**config.mk**
```make
export PLATFORM = sky130hd
export DESIGN_NAME = striped_scatter_gather_splitter
export DESIGN_NICKNAME = d
export VERILOG_FILES = /design/src/ssg_pkg.sv /design/src/striped_scatter_gather_splitter.sv
export SDC_FILE = /design/constraint.sdc
export NUM_CORES = 2
export LEC_CHECK = 0
export BUFFER_PORTS_ARGS = -buffer_cell sky130_fd_sc_hd__buf_2
export CAP_MARGIN = 5
export CELL_PAD_IN_SITES_DETAIL_PLACEMENT = 0
export CELL_PAD_IN_SITES_GLOBAL_PLACEMENT = 1
export CORE_MARGIN = 2
export CORE_UTILIZATION = 25
export CTS_CLUSTER_SIZE = 20
export DETAILED_ROUTE_END_ITERATION = 12
export PLACE_DENSITY_LB_ADDON = 0.08
export SYNTH_ARGS = -nofsm -noshare
export SYNTH_HDL_FRONTEND = slang
export SYNTH_SLANG_ARGS = --single-unit
```
**constraint.sdc**
```tcl
create_clock -name clk -period 15.3 [get_ports clk]
set_input_delay 0.765 -clock clk [delete_from_list [all_inputs] [get_ports clk]]
set_output_delay 0.765 -clock clk [all_outputs]
set_load 0.02 [all_outputs]
```
**src/ssg_pkg.sv**
```systemverilog
// shared types and constants for the striped scatter-gather splitter
package ssg_pkg;

    localparam int QUEUE_DEPTH_DEF = 16;
    localparam int MAX_TARGETS_DEF = 64;

    localparam logic [1:0] KIND_PUSH_MEM  = 2'd0;
    localparam logic [1:0] KIND_PUSH_FILE = 2'd1;
    localparam logic [1:0] KIND_REQUEST   = 2'd2;
    localparam logic [1:0] KIND_CLEAR     = 2'd3;

    localparam logic [1:0] ST_OK    = 2'd0;
    localparam logic [1:0] ST_PIECE = 2'd1;
    localparam logic [1:0] ST_EMPTY = 2'd2;
    localparam logic [1:0] ST_FULL  = 2'd3;

    localparam logic REG_STRIPE_BYTES = 1'b0;
    localparam logic REG_TARGET_COUNT = 1'b1;

    // tdata carries everything except kind and status, which travel on tuser
    localparam int IN_BITS  = 64 + 40 + 63 + 40;
    localparam int IN_W     = ((IN_BITS + 7) / 8) * 8;
    localparam int OUT_BITS = 6 + 64 + 63 + 40;
    localparam int OUT_W    = ((OUT_BITS + 7) / 8) * 8;

    typedef struct packed {
        logic [39:0] file_length;
        logic [62:0] file_offset;
        logic [39:0] mem_length;
        logic [63:0] mem_address;
        logic [1:0]  kind;
    } in_item_t;

    typedef struct packed {
        logic [39:0] piece_length;
        logic [62:0] piece_offset;
        logic [63:0] piece_address;
        logic [5:0]  target;
        logic [1:0]  status;
    } out_item_t;

endpackage

```
**src/striped_scatter_gather_splitter.sv**
```systemverilog
// striped scatter-gather splitter top level
//
// s_axis carries one request per item: s_axis_tuser holds the kind (push a
// memory segment, push a file extent, ask for the next piece, clear both
// queues) and s_axis_tdata the segment and extent fields. m_axis returns one
// result per request with the status on m_axis_tuser. cfg_we/cfg_index/cfg_data
// write stripe_bytes (index 0) and target_count (index 1); the user is to write
// them only while the block is idle, which the block itself does not enforce.
// Pushes, clears and requests that find a queue empty have their result valid
// in the cycle after acceptance. A piece request reads the heads, runs a
// restoring divider over the 63-bit file offset, one quotient bit per cycle,
// then a restoring modulo of the 63-bit stripe index by the target count
// through the same subtractor, then picks the length and updates the queues.
// s_axis_tready is low while a request is in work and while a result waits.
// Reset empties both queues, clears the used counters and loads
// stripe_bytes = 1048576 and target_count = 1. A stalled receiver holds the
// result in the output register; no further request is taken until it goes.
module striped_scatter_gather_splitter #(
    parameter int QUEUE_DEPTH = ssg_pkg::QUEUE_DEPTH_DEF,
    parameter int MAX_TARGETS = ssg_pkg::MAX_TARGETS_DEF
) (
    input  logic                     clk,
    input  logic                     rst_n,
    input  logic                     s_axis_tvalid,
    output logic                     s_axis_tready,
    // kind
    input  logic [1:0]               s_axis_tuser,
    // mem_address, mem_length, file_offset, file_length (lowest first)
    input  logic [ssg_pkg::IN_W-1:0] s_axis_tdata,
    output logic                     m_axis_tvalid,
    input  logic                     m_axis_tready,
    // status
    output logic [1:0]               m_axis_tuser,
    // target, piece_address, piece_offset, piece_length (lowest first)
    output logic [ssg_pkg::OUT_W-1:0] m_axis_tdata,
    input  logic                     cfg_we,
    input  logic                     cfg_index,
    input  logic [30:0]              cfg_data
);
    import ssg_pkg::*;

    localparam int PW = (QUEUE_DEPTH > 1) ? $clog2(QUEUE_DEPTH) : 1;
    localparam int FW = $clog2(QUEUE_DEPTH + 1);
    localparam int CW = $clog2(MAX_TARGETS + 1);

    localparam logic [2:0] S_IDLE = 3'd0;
    localparam logic [2:0] S_READ = 3'd1;
    localparam logic [2:0] S_DIV  = 3'd2;
    localparam logic [2:0] S_MOD  = 3'd3;
    localparam logic [2:0] S_LEN  = 3'd4;
    localparam logic [2:0] S_UPD  = 3'd5;

    logic [63:0] mq_addr [QUEUE_DEPTH];
    logic [39:0] mq_len  [QUEUE_DEPTH];
    logic [62:0] fq_off  [QUEUE_DEPTH];
    logic [39:0] fq_len  [QUEUE_DEPTH];

    logic [2:0]    state_reg;
    logic [PW-1:0] mem_head_reg, file_head_reg;
    logic [FW-1:0] mem_fill_reg, file_fill_reg;
    logic [39:0]   mem_used_reg, file_used_reg;
    logic [30:0]   stripe_reg;
    logic [6:0]    tcount_reg;

    in_item_t      in_item;
    logic [63:0]   h_addr_reg;
    logic [39:0]   h_mlen_reg, h_flen_reg;
    logic [62:0]   off_reg;
    logic [62:0]   quo_reg;
    logic [31:0]   rem_reg;
    logic [5:0]    cnt_reg;
    logic [30:0]   sb_reg;
    logic [CW-1:0] tc_reg;
    logic [39:0]   len_reg;
    logic          out_valid_reg;
    out_item_t     out_reg;
    out_item_t     idle_result;

    assign in_item = in_item_t'({s_axis_tdata[IN_BITS-1:0], s_axis_tuser});
    assign s_axis_tready = (state_reg == S_IDLE) && !out_valid_reg;
    assign m_axis_tvalid = out_valid_reg;
    assign m_axis_tuser = out_reg.status;
    assign m_axis_tdata = {{(OUT_W - OUT_BITS){1'b0}}, out_reg[OUT_BITS+1:2]};

    logic accept;
    assign accept = s_axis_tvalid && s_axis_tready;

    // shared subtractor: restoring step for both divide and modulo
    logic [31:0] sub_a, sub_b, shifted;
    logic [32:0] sub_d;
    logic        div_bit;
    always_comb
    begin
        if (state_reg == S_DIV)
        begin
            shifted = {rem_reg[30:0], off_reg[6'd62 - cnt_reg]};
            sub_b   = {1'b0, sb_reg};
        end
        else
        begin
            shifted = {rem_reg[30:0], quo_reg[6'd62 - cnt_reg]};
            sub_b   = {{(32 - CW){1'b0}}, tc_reg};
        end
        sub_a   = shifted;
        sub_d   = {1'b0, sub_a} - {1'b0, sub_b};
        div_bit = !sub_d[32];
    end

    // remainder of the division is parked here before the modulo pass
    logic [31:0] stripe_rem_reg;
    logic [39:0] stripe_left, file_left, mem_left, len_pick;
    logic [39:0] mem_used_sum, file_used_sum;
    always_comb
    begin
        stripe_left = 40'({1'b0, sb_reg}) - 40'(stripe_rem_reg);
        file_left   = h_flen_reg - file_used_reg;
        mem_left    = h_mlen_reg - mem_used_reg;
        len_pick    = file_left;
        if (stripe_left < len_pick)
            len_pick = stripe_left;
        if (mem_left < len_pick)
            len_pick = mem_left;
        mem_used_sum  = mem_used_reg + len_reg;
        file_used_sum = file_used_reg + len_reg;
    end

    // result of requests answered straight from idle
    always_comb
    begin
        idle_result = '0;
        case (in_item.kind)
            KIND_PUSH_MEM:
                if (mem_fill_reg == FW'(QUEUE_DEPTH))
                    idle_result.status = ST_FULL;
            KIND_PUSH_FILE:
                if (file_fill_reg == FW'(QUEUE_DEPTH))
                    idle_result.status = ST_FULL;
            KIND_REQUEST:
                if (mem_fill_reg == '0 || file_fill_reg == '0)
                    idle_result.status = ST_EMPTY;
            default: ;
        endcase
    end

    logic [PW-1:0] mem_tail, file_tail;
    always_comb
    begin
        mem_tail  = PW'((FW + 1)'(mem_head_reg) + (FW + 1)'(mem_fill_reg));
        file_tail = PW'((FW + 1)'(file_head_reg) + (FW + 1)'(file_fill_reg));
        if (QUEUE_DEPTH != (1 << PW))
        begin
            if ((FW + 1)'(mem_head_reg) + (FW + 1)'(mem_fill_reg) >= (FW + 1)'(QUEUE_DEPTH))
                mem_tail = PW'((FW + 1)'(mem_head_reg) + (FW + 1)'(mem_fill_reg)
                    - (FW + 1)'(QUEUE_DEPTH));
            if ((FW + 1)'(file_head_reg) + (FW + 1)'(file_fill_reg) >= (FW + 1)'(QUEUE_DEPTH))
                file_tail = PW'((FW + 1)'(file_head_reg) + (FW + 1)'(file_fill_reg)
                    - (FW + 1)'(QUEUE_DEPTH));
        end
    end

    function automatic logic [PW-1:0] ptr_inc(input logic [PW-1:0] p);
        logic [PW-1:0] r;
        begin
            r = p + PW'(1);
            if ({1'b0, p} == (PW + 1)'(QUEUE_DEPTH - 1))
                r = '0;
            return r;
        end
    endfunction

    // queue storage, written on push and read into head registers
    always_ff @(posedge clk)
    begin
        if (accept && in_item.kind == KIND_PUSH_MEM && mem_fill_reg != FW'(QUEUE_DEPTH))
        begin
            mq_addr[mem_tail] <= in_item.mem_address;
            mq_len[mem_tail]  <= in_item.mem_length;
        end
        if (accept && in_item.kind == KIND_PUSH_FILE && file_fill_reg != FW'(QUEUE_DEPTH))
        begin
            fq_off[file_tail] <= in_item.file_offset;
            fq_len[file_tail] <= in_item.file_length;
        end
        if (state_reg == S_READ)
        begin
            h_addr_reg <= mq_addr[mem_head_reg];
            h_mlen_reg <= mq_len[mem_head_reg];
            h_flen_reg <= fq_len[file_head_reg];
            off_reg    <= fq_off[file_head_reg] + {23'd0, file_used_reg};
        end
    end

    always_ff @(posedge clk or negedge rst_n)
    begin
        if (!rst_n)
        begin
            state_reg      <= S_IDLE;
            mem_head_reg   <= '0;
            file_head_reg  <= '0;
            mem_fill_reg   <= '0;
            file_fill_reg  <= '0;
            mem_used_reg   <= '0;
            file_used_reg  <= '0;
            stripe_reg     <= 31'd1048576;
            tcount_reg     <= 7'd1;
            out_valid_reg  <= 1'b0;
            out_reg        <= '0;
            sb_reg         <= 31'd1;
            tc_reg         <= CW'(1);
            rem_reg        <= '0;
            quo_reg        <= '0;
            cnt_reg        <= '0;
            stripe_rem_reg <= '0;
            len_reg        <= '0;
        end
        else
        begin
            if (cfg_we)
            begin
                unique case (cfg_index)
                    REG_STRIPE_BYTES: stripe_reg <= cfg_data;
                    REG_TARGET_COUNT: tcount_reg <= cfg_data[6:0];
                    default: ;
                endcase
            end
            if (out_valid_reg && m_axis_tready)
                out_valid_reg <= 1'b0;
            unique case (state_reg)
                S_IDLE:
                begin
                    if (accept)
                    begin
                        out_reg <= idle_result;
                        sb_reg  <= (stripe_reg == '0) ? 31'd1 : stripe_reg;
                        if (tcount_reg == '0)
                            tc_reg <= CW'(1);
                        else if (32'(tcount_reg) > 32'(MAX_TARGETS))
                            tc_reg <= CW'(MAX_TARGETS);
                        else
                            tc_reg <= CW'(tcount_reg);
                        case (in_item.kind)
                            KIND_PUSH_MEM:
                            begin
                                if (mem_fill_reg != FW'(QUEUE_DEPTH))
                                    mem_fill_reg <= mem_fill_reg + FW'(1);
                                out_valid_reg <= 1'b1;
                            end
                            KIND_PUSH_FILE:
                            begin
                                if (file_fill_reg != FW'(QUEUE_DEPTH))
                                    file_fill_reg <= file_fill_reg + FW'(1);
                                out_valid_reg <= 1'b1;
                            end
                            KIND_REQUEST:
                            begin
                                if (mem_fill_reg == '0 || file_fill_reg == '0)
                                    out_valid_reg <= 1'b1;
                                else
                                    state_reg <= S_READ;
                            end
                            default:
                            begin
                                mem_head_reg  <= '0;
                                file_head_reg <= '0;
                                mem_fill_reg  <= '0;
                                file_fill_reg <= '0;
                                mem_used_reg  <= '0;
                                file_used_reg <= '0;
                                out_valid_reg <= 1'b1;
                            end
                        endcase
                    end
                end
                S_READ:
                begin
                    rem_reg   <= '0;
                    cnt_reg   <= '0;
                    state_reg <= S_DIV;
                end
                S_DIV:
                begin
                    quo_reg[6'd62 - cnt_reg] <= div_bit;
                    if (cnt_reg == 6'd62)
                    begin
                        // park the stripe remainder, restart for the modulo
                        stripe_rem_reg <= div_bit ? sub_d[31:0] : shifted;
                        rem_reg        <= '0;
                        cnt_reg        <= '0;
                        state_reg      <= S_MOD;
                    end
                    else
                    begin
                        rem_reg <= div_bit ? sub_d[31:0] : shifted;
                        cnt_reg <= cnt_reg + 6'd1;
                    end
                end
                S_MOD:
                begin
                    rem_reg <= div_bit ? sub_d[31:0] : shifted;
                    if (cnt_reg == 6'd62)
                        state_reg <= S_LEN;
                    else
                        cnt_reg <= cnt_reg + 6'd1;
                end
                S_LEN:
                begin
                    len_reg   <= len_pick;
                    state_reg <= S_UPD;
                end
                S_UPD:
                begin
                    out_reg.status        <= ST_PIECE;
                    out_reg.target        <= 6'(rem_reg);
                    out_reg.piece_address <= h_addr_reg + {24'd0, mem_used_reg};
                    out_reg.piece_offset  <= off_reg;
                    out_reg.piece_length  <= len_reg;
                    out_valid_reg         <= 1'b1;
                    state_reg             <= S_IDLE;
                    if (mem_used_sum >= h_mlen_reg)
                    begin
                        mem_used_reg <= '0;
                        mem_head_reg <= ptr_inc(mem_head_reg);
                        mem_fill_reg <= mem_fill_reg - FW'(1);
                    end
                    else
                        mem_used_reg <= mem_used_sum;
                    if (file_used_sum >= h_flen_reg)
                    begin
                        file_used_reg <= '0;
                        file_head_reg <= ptr_inc(file_head_reg);
                        file_fill_reg <= file_fill_reg - FW'(1);
                    end
                    else
                        file_used_reg <= file_used_sum;
                end
                default: state_reg <= S_IDLE;
            endcase
        end
    end

    a_fill_bound: assert property (@(posedge clk) disable iff (!rst_n)
        mem_fill_reg <= FW'(QUEUE_DEPTH) && file_fill_reg <= FW'(QUEUE_DEPTH))
        else $error("queue fill beyond depth");
    a_no_take_busy: assert property (@(posedge clk) disable iff (!rst_n)
        (state_reg != S_IDLE) |-> !s_axis_tready)
        else $error("ready while a request is in work");
    a_piece_nonempty: assert property (@(posedge clk) disable iff (!rst_n)
        (state_reg == S_READ) |-> (mem_fill_reg != '0 && file_fill_reg != '0))
        else $error("piece cut from an empty queue");
    a_result_hold: assert property (@(posedge clk) disable iff (!rst_n)
        (out_valid_reg && !m_axis_tready) |=> (out_valid_reg && $stable(out_reg)))
        else $error("stalled result changed");
    a_target_range: assert property (@(posedge clk) disable iff (!rst_n)
        (state_reg == S_UPD) |-> (rem_reg < 32'(tc_reg)))
        else $error("target beyond count");

endmodule

```
==> run metrics <==
ys async rst share=0.130; Max H-tree Level=5; Sw Share=0.210; compound-cell area share of the yosys netlist=0.0699; Pleak=68.3 nW; Yosys warning count=0; Pwr Density=114 mW/mm²; worst-margin pin slew=~1.3 ns; Setup TNS Final=0 ns; reg2reg start=sb_reg[3]; Max Clk Rate=between 90 and 100 MHz; most frequent cells in the layout=edfxtp_1, nand2_1, mux4_2, dfrtp_1, mux2i_1; Pre-Repair DR Iteration Count=5; Critical Path Sink=len_reg[19]; first-pass GRT wire length=854000 µm; Adder-Cell Fraction of Synth Area=0.0352; area delta synth->final=17.6%; Core Area=approximately 0.70 mm²; Worst Path Max Fanout=56; RSZ-0062 raised after global routing=no; Top Metal Used=met5; pin count of the biggest net entering global routing=110; number of remaining DRC errors=0; sequential share of power=0.514; Clk pwr share=0.475; maximum vdd drop=between 100 and 150 µV; clock buffer depth=4; EDFF count, synth=between 3000 and 4000; number of global-route vias before repair=104000; Crit. End Element=flip-flop; worst path buffer plus inverter count=3; Synth Instances=10700; flop-to-flop setup slack=4.71 ns; R2R cell count=33; WP depth=33; XOR/XNOR share of the synthesized area=0.0157; clock skew=0.111 ns; slew margin rel.=0.127; DR vias/cell=roughly 4.7; Switch Pwr=0.00491 W; row count=307; IO Pins=427; met2 WL=~300000 µm; Hold Path Origin=s_axis_tdata[169]; crit path from=sb_reg[3]; commonest register cell after synthesis=edfxtp_1; layout cells sized above 1=0.190; routability cong.=between 0.7 and 0.8; final worst path period need=10.59 ns; M1 WL=about 280000 µm; Synth area leaders=edfxtp_1, mux4_2, dfrtp_1, ha_1, mux2i_1; critical path's top delay family=simple AND/OR/NAND/NOR gates; hold_buf cts=between 150 and 200; Syn Std Cell Area=0.175 mm²; initial antenna violation count=150; die extent in x=840 µm; WP data required=16.19 ns; met3 wire len=25500 µm; mux cell area share after synthesis=0.131; largest family of logic cells by synthesized area=multiplexers; Fin. Hold Viols=0; Clock Sink Count=4044; Yosys cell types=97; outcome=complete, no violations; CTS Buf Count=472; area leader, netlist=edfxtp_1; sequential share of the synthesized area=0.680; Worst path slowest cell=nor4_1; synthesized area per cell=16.3 µm²; Initial Util=0.251; Root Buffer=clkbuf_16; CTS tree=built; I/O Buffers=422; top-area cell type share of the netlist area=0.605; Avg WL per Cell=a little under 30 µm; Startpoint Class=flip-flop; grt ovf=0; Internal=0.0185 W; Die ar.=approximately 0.7 mm²; total of max-cap violations=0; total length of routed wires=between 600000 and 700000 µm; Reg clk slew, reported paths=0.06 ns; Top reg by flops=mq_addr; # setup viols final=0; Final Util=0.295; number of nets with antenna violations after routing=0; Post-CTS Setup Inserts=0; Die Y=~840 µm; critical path type=flip-flop to flip-flop; Synth Area in Simple Gates=0.0491; HPWL reported at the end of detailed placement=383000 µm; Regs by FF count=mq_addr: 1024 flops, fq_off: 1008 flops; fin. max-slew vios=0; nets=12200; critical path's largest stage delay=0.79 ns; Worst Hold Class=primary input to flip-flop; gr usage total=0.171; Logic pwr share=0.011; final worst path period share=0.692; # resized after CTS=0; synthesized flop and latch total=4044; # fillers=roughly 70000; clk_lat worst skew=1.07 ns; crit path DAT=11.48 ns; vias post-DR=101000; Starting DRT DRC Count=7542; max reg flops=1024; most common cell after layout, fill and taps aside=edfxtp_1; Crit Reg-Reg Endpoint=len_reg[19]
-- synth_stat cells, types with 113 or more instances --
master,n
dfrtp_1,521
inv_1,333
nand3_1,252
mux2i_1,484
nor2_1,353
o21ai_0,435
xnor2_1,202
a21o_1,158
ha_1,475
nand2_1,848
clkbuf_1,340
mux2_2,113
mux4_2,745
a21oi_1,337
a221oi_1,205
edfxtp_1,3519
-- metal layers --
layer  GRT usage  up-vias
li1            -    44100
met2       0.291     2079
met5           0        -
met4      0.0354       44
met3      0.0257      765
met1       0.231    53500
-- power by group through the flow --
stage | sequential [W] | clock [W] | combinational (W)
2_1_floorplan | 0.0122 | 0 | 0.0000223
3_3_place_gp | 0.0122 | 0 | 0.000193
3_5_place_dp | 0.0122 | 0 | 0.000209
4_1_cts | 0.0120 | 0.0115 | 0.000258
5_1_grt | 0.0120 | 0.0119 | 0.000280
6_report | 0.0120 | 0.0111 | 0.000248
-- layout make-up --
cell class	count	area, µm²	area share
well taps	9270	11600	0.0564
inverters	334	1260	0.00612
clock inverters	260	2490	0.0121
clock buffers	618	12600	0.0615
multi-input cells	5837	53000	0.258
diodes	26	65.1	0.000317
repair buffers	794	5610	0.0273
flip-flops and latches	4044	119000	0.578
-- metrics by stage --
stage / cells / total power (W) / area (µm²) / hold slack [ns] / setup slack [ns]
after global placement: 20100 / 0.0124 / 189000 / 0.465 / 4.60
after floorplan: 10700 / 0.0123 / 175000 / 0.431 / 5.97
after CTS: 21200 / 0.0238 / 205000 / 0.000237 / 4.56
after global routing: 21200 / 0.0242 / 206000 / 0.0467 / 4.04
after detailed placement: 20100 / 0.0125 / 189000 / 0.463 / 4.67
final: 21200 / 0.0234 / 206000 / 0.123 / 4.71
-- worst min-delay path by stage --
stage                        endpoint  cells after the start
floorplan            m_axis_tdata[84]                      2
CTS                      fq_off[6][9]                      1
global placement    m_axis_tdata[106]                      2
detailed placement          tc_reg[4]                      2
finish                  fq_len[12][2]                      1
global route            fq_len[8][29]                      1
-- cell families after synthesis --
logic type | after synthesis
fa+ha+maj | 486
other cells | 1
xor+xnor | 313
mux | 1345
simple gates | 1895
compound gates | 1795
flops | 4044
buf+inv | 819
(Power assumes the default switching activity.)
